<file path="src/rtl/core/mbrc_pkg.sv">
// ----------------------------------------------------------------------------
// mbrc_pkg: shared types and constants for the Modbus RTU response checker
// Item layouts, status codes, function codes, register map and CRC-16 step.
// ----------------------------------------------------------------------------
package mbrc_pkg;

	// received byte item
	typedef struct packed {
		logic [7:0] rx_byte;
		logic       frame_start;
	} mbrc_rx_item_t;

	// result item
	typedef struct packed {
		logic [2:0]  status;
		logic [7:0]  exception_code;
		logic        has_register;
		logic [4:0]  register_index;
		logic [15:0] register_value;
		logic        last;
	} mbrc_res_item_t;

	// status codes
	localparam logic [2:0] STATUS_OK          = 3'd0;
	localparam logic [2:0] STATUS_ID_MISMATCH = 3'd1;
	localparam logic [2:0] STATUS_CRC_ERROR   = 3'd2;
	localparam logic [2:0] STATUS_EXCEPTION   = 3'd3;
	localparam logic [2:0] STATUS_FC_MISMATCH = 3'd4;
	localparam logic [2:0] STATUS_BAD_COUNT   = 3'd5;
	localparam logic [2:0] STATUS_BAD_ECHO    = 3'd6;

	// function codes
	localparam logic [7:0] FC_COIL_STATUS   = 8'd1;
	localparam logic [7:0] FC_READ_HOLDING  = 8'd3;
	localparam logic [7:0] FC_READ_INPUT    = 8'd4;
	localparam logic [7:0] FC_WRITE_COILS   = 8'd15;
	localparam logic [7:0] FC_WRITE_REGS    = 8'd16;
	localparam logic [7:0] FC_EXCEPTION_BIT = 8'h80;

	// register map (word index)
	localparam int          REG_ADDR_W           = 5;
	localparam logic [2:0]  REG_EXPECTED_SLAVE   = 3'd0;
	localparam logic [2:0]  REG_EXPECTED_FC      = 3'd1;
	localparam logic [2:0]  REG_REGISTER_COUNT   = 3'd2;
	localparam logic [2:0]  REG_FRAME_LENGTH     = 3'd3;
	localparam logic [2:0]  REG_ECHO_ADDRESS     = 3'd4;
	localparam logic [2:0]  REG_ECHO_VALUE       = 3'd5;

	// crc-16/modbus
	localparam logic [15:0] CRC_INIT = 16'hFFFF;
	localparam logic [15:0] CRC_POLY = 16'hA001;

	// one byte of reflected crc, bit at a time
	function automatic logic [15:0] crc16_byte(input logic [15:0] crc_in,
			input logic [7:0] data);
		logic [15:0] c;
		c = crc_in ^ {8'h00, data};
		for (int i = 0; i < 8; i++) begin
			if (c[0]) begin
				c = (c >> 1) ^ CRC_POLY;
			end else begin
				c = c >> 1;
			end
		end
		return c;
	endfunction

endpackage

</file>
<file path="src/rtl/core/modbus_rtu_response_checker_unit.sv">
// ----------------------------------------------------------------------------
// modbus_rtu_response_checker_unit: Modbus RTU response checker
// Runs CRC-16 over a response byte stream, keeps header and register words,
// checks the frame after its last CRC byte and emits a status or registers.
// ----------------------------------------------------------------------------
//
//  channel | direction | handshake          | payload
//  --------+-----------+--------------------+-------------------------------
//  rx      | in        | rx_valid/rx_stall  | rx_item  (byte, frame start)
//  res     | out       | res_valid/res_stall| res_item (status or register)
//  cfg     | in        | apb psel/penable   | paddr/pwdata, prdata back
//
//  One byte a cycle while rx is not stalled; a status result is loaded into
//  the output register at the edge that takes the last CRC byte.
//  A read reply emits its registers one at a time, each by a memory read
//  and then an output load; rx is stalled until the last register is loaded.
//  Reset opens a frame; the register memory is not cleared.
//  rx is also stalled while a result sits in the output register and res is
//  stalled.
// ----------------------------------------------------------------------------
module modbus_rtu_response_checker_unit #(
	parameter int MAX_REGISTERS = 32
) (
	input  logic                     clk,
	input  logic                     arst_n,
	// byte channel
	input  logic                     rx_valid,
	output logic                     rx_stall,
	input  mbrc_pkg::mbrc_rx_item_t  rx_item,
	// result channel
	output logic                     res_valid,
	input  logic                     res_stall,
	output mbrc_pkg::mbrc_res_item_t res_item,
	// configuration
	input  logic                     psel,
	input  logic                     penable,
	input  logic                     pwrite,
	input  logic [mbrc_pkg::REG_ADDR_W-1:0] paddr,
	input  logic [31:0]              pwdata,
	output logic [31:0]              prdata,
	output logic                     pready
);
	import mbrc_pkg::*;

	localparam int AW         = (MAX_REGISTERS > 1) ? $clog2(MAX_REGISTERS) : 1;
	localparam int EMIT_LIMIT = (MAX_REGISTERS < 32) ? MAX_REGISTERS : 32;

	typedef enum logic [1:0] {
		SEQ_RUN,
		SEQ_READ,
		SEQ_LOAD
	} seq_state_t;

	// configuration registers
	logic [7:0]  expected_slave_id_q;
	logic [7:0]  expected_function_code_q;
	logic [5:0]  register_count_q;
	logic [6:0]  frame_length_q;
	logic [15:0] echo_address_q;
	logic [15:0] echo_value_q;

	// frame state
	logic [7:0]  byte_position_q;
	logic [15:0] crc_accumulator_q;
	logic [7:0]  received_slave_id_q;
	logic [7:0]  received_function_q;
	logic [7:0]  received_byte_count_q;
	logic [7:0]  received_crc_low_q;
	logic        echo_matches_q;
	logic [7:0]  high_byte_hold_q;
	logic        frame_open_q;

	// register memory
	logic [15:0] register_store [MAX_REGISTERS];
	logic [15:0] rd_data_q;

	// sequencer
	seq_state_t     seq_q;
	logic [4:0]     reg_idx_q;
	logic           res_valid_q;
	mbrc_res_item_t res_item_q;

	logic        rx_take;
	logic        cfg_write;
	logic [2:0]  cfg_idx;
	logic [7:0]  b;
	logic [7:0]  pos;
	logic        open_eff;
	logic [15:0] crc_eff;
	logic        echo_eff;
	logic [7:0]  end_pos;
	logic        in_frame;
	logic        at_end;
	logic [7:0]  sid_n;
	logic [7:0]  fc_n;
	logic [7:0]  bc_n;
	logic        echo_n;
	logic [7:0]  pos_m4;
	logic [6:0]  word_idx;
	logic        mem_we;
	logic        crc_ok;
	logic [5:0]  emit_n;
	logic [2:0]  fin_status;
	logic        fin_regs;
	logic        slot_free;
	logic        mem_re;

	// handshakes
	assign pready    = 1'b1;
	assign cfg_write = psel & penable & pwrite;
	assign cfg_idx   = paddr[REG_ADDR_W-1:2];
	assign slot_free = !res_valid_q || !res_stall;
	assign rx_stall  = (seq_q != SEQ_RUN) || !slot_free;
	assign rx_take   = rx_valid && !rx_stall;
	assign res_valid = res_valid_q;
	assign res_item  = res_item_q;

	// register read back
	always_comb begin
		case (cfg_idx)
			REG_EXPECTED_SLAVE: prdata = {24'd0, expected_slave_id_q};
			REG_EXPECTED_FC:    prdata = {24'd0, expected_function_code_q};
			REG_REGISTER_COUNT: prdata = {26'd0, register_count_q};
			REG_FRAME_LENGTH:   prdata = {25'd0, frame_length_q};
			REG_ECHO_ADDRESS:   prdata = {16'd0, echo_address_q};
			REG_ECHO_VALUE:     prdata = {16'd0, echo_value_q};
			default:            prdata = 32'd0;
		endcase
	end

	// register writes
	always_ff @(posedge clk or negedge arst_n) begin
		if (!arst_n) begin
			expected_slave_id_q      <= 8'd1;
			expected_function_code_q <= 8'd3;
			register_count_q         <= 6'd1;
			frame_length_q           <= 7'd5;
			echo_address_q           <= 16'd0;
			echo_value_q             <= 16'd0;
		end else if (cfg_write) begin
			case (cfg_idx)
				REG_EXPECTED_SLAVE: expected_slave_id_q      <= pwdata[7:0];
				REG_EXPECTED_FC:    expected_function_code_q <= pwdata[7:0];
				REG_REGISTER_COUNT: register_count_q         <= pwdata[5:0];
				REG_FRAME_LENGTH:   frame_length_q           <= pwdata[6:0];
				REG_ECHO_ADDRESS:   echo_address_q           <= pwdata[15:0];
				REG_ECHO_VALUE:     echo_value_q             <= pwdata[15:0];
				default: ;
			endcase
		end
	end

	// byte position and frame start
	always_comb begin
		b        = rx_item.rx_byte;
		pos      = rx_item.frame_start ? 8'd0 : byte_position_q;
		open_eff = rx_item.frame_start | frame_open_q;
		crc_eff  = rx_item.frame_start ? CRC_INIT : crc_accumulator_q;
		echo_eff = rx_item.frame_start | echo_matches_q;
		end_pos  = {1'b0, frame_length_q} + 8'd1;
		in_frame = open_eff && (pos <= end_pos);
		at_end   = in_frame && (pos == end_pos);
	end

	// header fields as they stand after this byte
	always_comb begin
		sid_n  = (pos == 8'd0) ? b : received_slave_id_q;
		fc_n   = (pos == 8'd1) ? b : received_function_q;
		bc_n   = (pos == 8'd2) ? b : received_byte_count_q;
		echo_n = echo_eff;
		if (pos == 8'd2 && b != echo_address_q[15:8]) echo_n = 1'b0;
		if (pos == 8'd3 && b != echo_address_q[7:0])  echo_n = 1'b0;
		if (pos == 8'd4 && b != echo_value_q[15:8])   echo_n = 1'b0;
		if (pos == 8'd5 && b != echo_value_q[7:0])    echo_n = 1'b0;
	end

	// register word write address
	assign pos_m4   = pos - 8'd4;
	assign word_idx = pos_m4[7:1];
	assign mem_we   = rx_take && in_frame && (pos >= 8'd4) && !pos[0]
		&& (word_idx < 7'(MAX_REGISTERS));

	// end of frame checks
	always_comb begin
		crc_ok     = (crc_accumulator_q[7:0] == received_crc_low_q)
			&& (crc_accumulator_q[15:8] == b);
		emit_n     = (register_count_q > 6'(EMIT_LIMIT)) ? 6'(EMIT_LIMIT)
			: register_count_q;
		fin_status = STATUS_OK;
		fin_regs   = 1'b0;
		if (sid_n != expected_slave_id_q) begin
			fin_status = STATUS_ID_MISMATCH;
		end else if (!crc_ok) begin
			fin_status = STATUS_CRC_ERROR;
		end else if ((fc_n & FC_EXCEPTION_BIT) != 8'd0) begin
			fin_status = STATUS_EXCEPTION;
		end else if (fc_n != expected_function_code_q) begin
			fin_status = STATUS_FC_MISMATCH;
		end else if (fc_n == FC_READ_HOLDING || fc_n == FC_READ_INPUT) begin
			if ({1'b0, register_count_q, 1'b0} != bc_n) begin
				fin_status = STATUS_BAD_COUNT;
			end else begin
				fin_regs = (emit_n != 6'd0);
			end
		end else if (fc_n == FC_WRITE_COILS || fc_n == FC_WRITE_REGS) begin
			if (!echo_n || frame_length_q < 7'd4) fin_status = STATUS_BAD_ECHO;
		end else if (fc_n == FC_COIL_STATUS) begin
			fin_regs = (emit_n != 6'd0);
		end
	end

	// frame state update
	always_ff @(posedge clk or negedge arst_n) begin
		if (!arst_n) begin
			byte_position_q       <= 8'd0;
			crc_accumulator_q     <= CRC_INIT;
			received_slave_id_q   <= 8'd0;
			received_function_q   <= 8'd0;
			received_byte_count_q <= 8'd0;
			received_crc_low_q    <= 8'd0;
			echo_matches_q        <= 1'b1;
			high_byte_hold_q      <= 8'd0;
			frame_open_q          <= 1'b1;
		end else if (rx_take && open_eff) begin
			if (!in_frame) begin
				// frame length lowered below the position
				byte_position_q   <= pos;
				crc_accumulator_q <= crc_eff;
				echo_matches_q    <= echo_eff;
				frame_open_q      <= 1'b0;
			end else begin
				byte_position_q       <= pos + 8'd1;
				received_slave_id_q   <= sid_n;
				received_function_q   <= fc_n;
				received_byte_count_q <= bc_n;
				echo_matches_q        <= echo_n;
				frame_open_q          <= !at_end;
				if (pos >= 8'd3 && pos[0]) high_byte_hold_q <= b;
				if (pos < {1'b0, frame_length_q}) begin
					crc_accumulator_q <= crc16_byte(crc_eff, b);
				end else begin
					crc_accumulator_q <= crc_eff;
					if (pos == {1'b0, frame_length_q}) received_crc_low_q <= b;
				end
			end
		end
	end

	// register memory: one write port, one registered read port
	assign mem_re = (seq_q == SEQ_READ);

	always_ff @(posedge clk) begin
		if (mem_we) register_store[AW'(word_idx)] <= {high_byte_hold_q, b};
		if (mem_re) rd_data_q <= register_store[AW'(reg_idx_q)];
	end

	// result sequencer and output register
	always_ff @(posedge clk or negedge arst_n) begin
		if (!arst_n) begin
			seq_q       <= SEQ_RUN;
			reg_idx_q   <= 5'd0;
			res_valid_q <= 1'b0;
			res_item_q  <= '0;
		end else begin
			case (seq_q)
				SEQ_RUN: begin
					if (rx_take && at_end) begin
						if (fin_regs) begin
							// slot is free whenever a byte is taken
							res_valid_q <= 1'b0;
							reg_idx_q   <= 5'd0;
							seq_q       <= SEQ_READ;
						end else begin
							res_valid_q                <= 1'b1;
							res_item_q.status         <= fin_status;
							res_item_q.exception_code <=
								(fin_status == STATUS_EXCEPTION) ? bc_n : 8'd0;
							res_item_q.has_register   <= 1'b0;
							res_item_q.register_index <= 5'd0;
							res_item_q.register_value <= 16'd0;
							res_item_q.last           <= 1'b1;
						end
					end else if (slot_free) begin
						res_valid_q <= 1'b0;
					end
				end
				SEQ_READ: begin
					if (slot_free) res_valid_q <= 1'b0;
					seq_q <= SEQ_LOAD;
				end
				SEQ_LOAD: begin
					if (slot_free) begin
						res_valid_q                <= 1'b1;
						res_item_q.status         <= STATUS_OK;
						res_item_q.exception_code <= 8'd0;
						res_item_q.has_register   <= 1'b1;
						res_item_q.register_index <= reg_idx_q;
						res_item_q.register_value <= rd_data_q;
						if ({1'b0, reg_idx_q} + 6'd1 == emit_n) begin
							res_item_q.last <= 1'b1;
							seq_q           <= SEQ_RUN;
						end else begin
							res_item_q.last <= 1'b0;
							reg_idx_q       <= reg_idx_q + 5'd1;
							seq_q           <= SEQ_READ;
						end
					end
				end
				default: seq_q <= SEQ_RUN;
			endcase
		end
	end

endmodule

</file>
<file path="config.mk">
export PLATFORM = sky130hd
export DESIGN_NAME = modbus_rtu_response_checker_unit
export DESIGN_NICKNAME = d
export VERILOG_FILES = /design/src/rtl/core/mbrc_pkg.sv /design/src/rtl/core/modbus_rtu_response_checker_unit.sv
export SDC_FILE = /design/constraint.sdc
export NUM_CORES = 1
export LEC_CHECK = 0
export BUFFER_PORTS_ARGS = -buffer_cell sky130_fd_sc_hd__clkbuf_2
export CORE_UTILIZATION = 67
export DETAILED_ROUTE_END_ITERATION = 8
export PLACE_DENSITY = 0.95
export SYNTH_ARGS = -nofsm -noshare
export SYNTH_HDL_FRONTEND = slang
export SYNTH_SLANG_ARGS = --single-unit
export TNS_END_PERCENT = 5
</file>
<file path="constraint.sdc">
create_clock -name clk -period 13.31 [get_ports clk]
set_clock_uncertainty 0.1 [all_clocks]
set_input_delay 2.662 -clock clk [delete_from_list [all_inputs] [get_ports clk]]
set_output_delay 2.662 -clock clk [all_outputs]
set_load 0.03 [all_outputs]
</file>
==> results of run 1 <==
==> stage by stage <==
stage | worst slack, ns | power, mW | instance area [um2]
global route | 6.03 | 6.95 | 33900
CTS | 6.21 | 6.75 | 33900
finish | 6.10 | 6.83 | 33900
global placement | 6.25 | 4.36 | 31500
floorplan | 6.23 | 4.03 | 30400
detailed placement | 6.01 | 4.53 | 31500
==> area by class of cell <==
cell class                 instances  area share (%)
clock buffer                      91            5.73
clock inverter                    36            1.51
inverter                          62           0.686
multi-input combinational        929            28.1
sequential                       697            59.3
tap                              592            2.18
timing repair buffer             140            2.48
==> power by group <==
| group | internal (mW) | total [mW] | switching [mW] |
|---|---|---|---|
| combinational | 0.693 | 1.63 | 0.934 |
| sequential | 2.67 | 3.04 | 0.376 |
| clock | 1.24 | 2.16 | 0.920 |
==> worst max path at each step <==
stage	start	slack [ns]	endpoint	cells after the start
4_1_cts	paddr[2]	6.21	prdata[6]	4
2_1_floorplan	paddr[2]	6.23	prdata[3]	4
3_3_place_gp	rx_item[0]	6.25	crc_accumulator_q[4]	12
5_1_grt	paddr[2]	6.03	prdata[6]	4
3_5_place_dp	rx_item[0]	6.01	register_store[2][8]	13
6_report	rx_item[0]	6.10	register_store[3][12]	13
==> kinds of logic (layout without fill, tap and decap cells) <==
family / Yosys count / in the layout
flip-flops: 697 / 697
multiplexers: 344 / 344
AND/OR/NAND/NOR: 289 / 289
buffers and inverters: 174 / 329
AO/OA/AOI/OAI: 132 / 132
XOR/XNOR: 122 / 122
adder cells (fa/ha/maj): 25 / 25
other: 2 / 17
==> Yosys cell counts (all sizes together) (7+ instances only) <==
master	count
o21ai	18
nor2	87
o22ai	8
nor4	17
a2bb2oi	11
xnor2	82
nand2b	12
or3	8
nor3	22
nand3	32
nand4	20
dfrtp	145
xor2	40
buf	54
clkbuf	58
edfxtp	528
mux4	164
mux2i	53
a211oi	7
dfstp	24
ha	24
mux2	127
nand2	63
inv	62
a21oi	22
o2111ai	7
==> sequential cells by signal, summed over array words and instances (netlist names), 16 cells and up <==
register           flops
crc_accumulator_q     16
echo_value_q          16
rd_data_q             16
res_item              34
register_store       512
echo_address_q        16
==> metal layers <==
layer / track usage (%) / vias up / routed length (um)
li1: - / 7147 / -
met1: 52.8 / 9616 / 29300
met2: 65.8 / 2283 / 44700
met3: 11.9 / 668 / 13100
met4: 29.8 / 8 / 8710
met5: 0 / - / 44
==> worst max-delay path, stage by stage <==
cell,delay (ns)
clkbuf_2,0.59
inv_1,0.33
nand2_1,0.31
inv_1,0.24
ha_1,0.36
nand3_1,0.11
nor4_1,0.53
a311oi_1,0.09
buf_4,0.22
nor3_1,0.81
nand3_1,0.41
nor2_1,0.33
buf_4,0.37
==> metrics.cfg, run 1 <==
[power_and_ir_drop]
worst_ir_drop_vdd_uv=187
p_per_area_nw_per_um2=201
power.leakage_nw=12.1

[worst_setup_path]
timing.critical_path.from_type=input pin
critPathKind=in -> reg
worstPathArrival_ns=7.41
ff2ff_setup_slack_ns=8.42
reg2reg_from=frame_length_q[2]
r2r_end=register_store[3][12]
timing.critical_path.fanout_max=37
worstSetupEndpointType=flop
worst_ep_required_time_ns=13.51
rr_worst_depth=13

[routing]
count_of_antenna_violating_nets_left_after_detailed_routing=0
wl_mm=95.9
route.vias.total=19700
drcViolationCount=2
detail_route.wl_per_cell_um=37.6
number_of_violations_reported_at_the_end_of_detailed_routing_iteration_0=3541
firstDrtPassIters=9
vias_per_cell=7.74

[floorplanning]
initial_cell_density_of_the_core_pct=68.4
die-height_um=215
rows=77
die_x_um=215
die-area_um2=46200
coreArea_um2=44400
io_pins=122

[synth]
ys_ff_latch=697
post_synth_num_cell_types=82
synth-edff-count=528
largest_cells_by_area_after_synthesis=edfxtp_1, mux4_2, dfrtp_1
async_flop_share_pct=24.2
yosysTopAreaCell=edfxtp_1
synth.yosys.seq_area_share_pct=66.2
complex_gate_fraction_of_the_synthesized_area_pct=3.26
yosys.area.top_type_share_pct=52.2
synthFlopType=edfxtp_1
synth.avg_cell_area_um2=17.0
synth_xor_area_share_pct=3.52
muxShareOfSynthArea_pct=18.6
post_synth_fa_ha_maj_area_fraction_pct=1.02
synth-warning-count=0
synthesis.area_um2=30400
synthesis.instances=1785
largest_family_of_logic_cells_by_synthesized_area=multiplexers
yosys.area_share.simple_pct=4.78

[finish]
layout.cells.most_common=edfxtp_1
net_count_final=1977
layout_common_cells=edfxtp_1, mux4_2, dfrtp_1, mux2_2, nor2_1
drive_gt1_share_pct=29.8
area_growth_pct=11.8
antennaDiodeCount=0
fin_cells=2547
final_core_util_pct=76.4
filler_cell_count=2017
multi_input_comb_area_um2=9550
regArea_um2=20100

[sta]
timing.final.max_slew_violations=0
tightestPinTransition_ns=1.43
fin_crit_ns=7.21
fin_setup_tns_ns=0
finalCritPeriodShare_pct=54.2
max_slew_margin_pct=4.60
rsz0062_at_grt=false
fin_hold_ws_ns=0.401
max_clock_freq_ghz=0.139
final_count_of_negative_setup_slack_endpoints=0
final_hold_viol_count=0

[placed_design]
place_hpwl_mm=51.7
placed_cells_incl_taps=2420
io_buffer_count=86
place_congestion=0.915

[clocking]
cts_hold_repair.buffers=0
clkSlewWorstSetupHoldPaths_ns=0.06
clock_tree.htree_level_count=3
numCtsBuffers=70
cts_max_path_buffers=3
worstSkewPairLatency_ns=0.63
tritoncts=built
cts_root_buffer=clkbuf_16
cts.repair.resized=0
postCtsSetupBuffers=0
clock_sinks=697

[run_status]
failed_checks=DRC
run_status=complete, but fails checks

[global_routing]
antenna_found_initial=4
grt_max_degree=111
first_pass_grt_wire_length_mm=139
grt_pass1_vias=19700
grt_util_all_layers_pct=42.7
globalRoute.totalOverflow=0

[worst_hold_path]
min_path_cells=1
hold-path-endpoint=res_item[23]
hold_path.startpoint=res_item[23]
worstHoldPathType=reg -> reg

[flow_run]
max_cap_viol_count=0

(Power assumes the default switching activity.)
==> run 2, diff against run 1 <==
--- a/config.mk
+++ b/config.mk
@@ -5,10 +5,11 @@
 export SDC_FILE = /design/constraint.sdc
 export NUM_CORES = 1
 export LEC_CHECK = 0
+export ABC_AREA = 1
 export BUFFER_PORTS_ARGS = -buffer_cell sky130_fd_sc_hd__clkbuf_2
-export CORE_UTILIZATION = 67
+export CORE_UTILIZATION = 56
 export DETAILED_ROUTE_END_ITERATION = 8
-export PLACE_DENSITY = 0.95
+export PLACE_DENSITY = 0.87
 export SYNTH_ARGS = -nofsm -noshare
 export SYNTH_HDL_FRONTEND = slang
 export SYNTH_SLANG_ARGS = --single-unit
==> constraint.sdc (replaced) <==
create_clock -name clk -period 6.1 [get_ports clk]
set_clock_uncertainty 0.1 [all_clocks]
set_input_delay 1.22 -clock clk [delete_from_list [all_inputs] [get_ports clk]]
set_output_delay 1.22 -clock clk [all_outputs]
set_load 0.03 [all_outputs]
==> run 2 against run 1 <==
Against the previous run: the flow now finishes without violations; combinational power increased by 130%; register-to-register slack got worse by 6.8 ns; die area up 22%; count of clock-buffer cells in the layout decreased by 3; cell area is 1.3% higher; via count grew 19%; hold slack worse by 0.024 ns; flip-flop and latch count is the same; worst setup slack worse by 4.8 ns; critical path depth increased by 8; routed wire length decreased by 13%.
==> metrics.cfg, run 2 <==
[run_status]
run_status=complete, no violations

[sta]
final_count_of_negative_setup_slack_endpoints=0
fin_hold_ws_ns=0.377
fin_setup_tns_ns=0
final_hold_viol_count=0
post-route-worst-setup-slack_ns=1.29
timing.final.max_slew_violations=0
fin_crit_ns=4.81
max_slew_margin_pct=11.9
max_clock_freq_ghz=0.208
tightestPinTransition_ns=1.32
finalCritPeriodShare_pct=78.8
rsz0062_at_grt=false

[worst_setup_path]
worst_ep_required_time_ns=6.55
worstSetupEndpointType=flop
critPathKind=in -> reg
timing.critical_path.fanout_max=34
r2r_end=register_store[4][5]
rr_worst_depth=14
reg2reg_from=frame_length_q[0]
worstPathArrival_ns=5.26
timing.critical_path.from_type=input pin
ff2ff_setup_slack_ns=1.60

[synth]
ys_top_cells_by_count=edfxtp_1, nand2_1, o21ai_0
synth_xor_area_share_pct=1.69
synth.most_common_cell=edfxtp_1
synth.avg_cell_area_um2=10.4
synth.yosys.seq_area_share_pct=64.9
async_flop_share_pct=24.2
synthFlopType=edfxtp_1
ys_ff_latch=697
largest_family_of_logic_cells_by_synthesized_area=simple AND/OR/NAND/NOR gates
post_synth_fa_ha_maj_area_fraction_pct=0.968
synth-warning-count=0
yosys.area.top_type_share_pct=51.1
muxShareOfSynthArea_pct=0.0363
yosys.area_share.simple_pct=15.4
synth-edff-count=528
complex_gate_fraction_of_the_synthesized_area_pct=12.2
post_synth_num_cell_types=54
synthesis.area_um2=31000
synthesis.instances=2980
largest_cells_by_area_after_synthesis=edfxtp_1, dfrtp_1, o21ai_0
yosysTopAreaCell=edfxtp_1

[power_and_ir_drop]
swShare_pct=34.7
power.internal_mw=9.21
seq_power_share_pct=43.4
p_per_area_nw_per_um2=410
netSwitchingPower_mw=4.88
power.leakage_nw=13.6
worst_ir_drop_vdd_uv=289
clock_power_share_pct=30.0
comb_power_share_pct=26.6

[global_routing]
globalRoute.totalOverflow=0
grt_util_all_layers_pct=29.3
first_pass_grt_wire_length_mm=126
grt_max_degree=118
grt_pass1_vias=22100
antenna_found_initial=1

[finish]
layout_common_cells=edfxtp_1, nand2_1, o21ai_0, nor2_1, o22ai_1
fin_area_um2=34400
net_count_final=3108
layout.cells.most_common=edfxtp_1
fin_cells=3784
largest_register_ffs=512
area_growth_pct=10.8
largest-register=register_store
drive_gt1_share_pct=10.9

[clocking]
numCtsBuffers=67
cts_max_path_buffers=3
clock_sinks=697
cts.repair.resized=0
tritoncts=built
clkSlewWorstSetupHoldPaths_ns=0.06
postCtsSetupBuffers=0
clock_tree.htree_level_count=3
cts_root_buffer=clkbuf_16
cts_hold_repair.buffers=0
worstSkewPairLatency_ns=0.63

[routing]
number_of_violations_reported_at_the_end_of_detailed_routing_iteration_0=3008
route.vias.total=23500
detail_route.wl_per_cell_um=21.9
count_of_antenna_violating_nets_left_after_detailed_routing=0
drcViolationCount=0
firstDrtPassIters=8
wl_mm=82.9
vias_per_cell=6.21

[floorplanning]
initial_cell_density_of_the_core_pct=57.2
die-height_um=237
coreArea_um2=54200
die-area_um2=56300
io_pins=122
rows=85
die_x_um=237

[placed_design]
placed_cell_area_um2=32100
place_congestion=0.940
io_buffer_count=86
dp_slack_ns=0.904
place_hpwl_mm=50.1
placed_cells_incl_taps=3658

[worst_hold_path]
worstHoldPathType=reg -> reg
min_path_cells=2
hold-path-endpoint=res_item[16]
hold_path.startpoint=res_item[16]

[flow_run]
max_cap_viol_count=0

## run 2: cell types whose count changed after synthesis, moves of 68 or more
cell	previous run	this run
nand2_1	62	521
o21ai_0	13	426
nor2_1	87	414
mux4_2	164	0
o22ai_1	8	167
mux2_2	119	1
inv_1	61	167
clkbuf_1	58	142
nand3_1	32	100
## run 2: layer usage
metal | GRT usage, % | routed length (um) | share of wire (%)
met5 | 0 | 0 | 0
met4 | 14.5 | 3980 | 4.8
met1 | 37.5 | 30400 | 37
met3 | 6.76 | 8860 | 11
met2 | 47.3 | 39800 | 48
## run 2: through the flow
step	util, %	total power [mW]
floorplan	-	8.74
global placement	59.2	9.67
detailed placement	59.2	9.81
CTS	63.4	14.0
global route	63.4	14.7
finish	63.4	14.1
## run 2: logic make-up after synthesis
group | after synthesis
AND/OR/NAND/NOR | 1147
AO/OA/AOI/OAI | 689
other | 2
XOR/XNOR | 60
buffers and inverters | 360
flip-flops | 697
adder cells (fa/ha/maj) | 24
multiplexers | 1
## run 2: area by class of cell
class / instances / area, um2
Antenna cell: 2 / 5.00
Sequential cell: 697 / 20100
Timing Repair Buffer: 151 / 950
Multi-Input combinational cell: 1938 / 9520
Tap cell: 696 / 871
Clock buffer: 88 / 1910
Inverter: 176 / 669
Fill cell: 3855 / 19900
Clock inverter: 36 / 332
## run 2: worst max-delay path: stages
cell,delay [ns]
clkbuf_2,0.28
nor2_1,0.09
buf_4,0.18
inv_1,0.12
ha_1,0.21
inv_1,0.15
nor2_2,0.50
nand2_1,0.43
nand2_1,0.25
nand3_1,0.10
nand2_1,0.08
nand2_1,0.06
nor2_1,0.24
nand4_1,0.13
nor2_1,0.12
nand2_1,0.13
nand2_2,0.13
o21ai_4,0.20
nand2_4,0.40
nand2_1,0.11
nand2_1,0.09
## run 2: how the worst max path moves through the flow
stage,startpoint,end,slack [ns],depth (start not counted)
CTS,rx_item[0],res_item[22],1.48,21
finish,rx_item[0],res_item[22],1.29,21
floorplan,rx_item[0],register_store[11][0],1.09,13
global route,rx_item[0],res_item[30],0.93,21
global placement,rx_item[0],res_item[25],0.96,21
detailed placement,rx_item[0],res_item[33],0.90,21
## run 2: power groups by stage
stage,sequential [mW],clock (mW),combinational (mW)
final,6.12,4.23,3.75
after global routing,6.17,4.44,4.12
after CTS,6.10,4.24,3.68
after detailed placement,6.19,0,3.62
after global placement,6.17,0,3.49
after floorplan,6.10,0,2.64
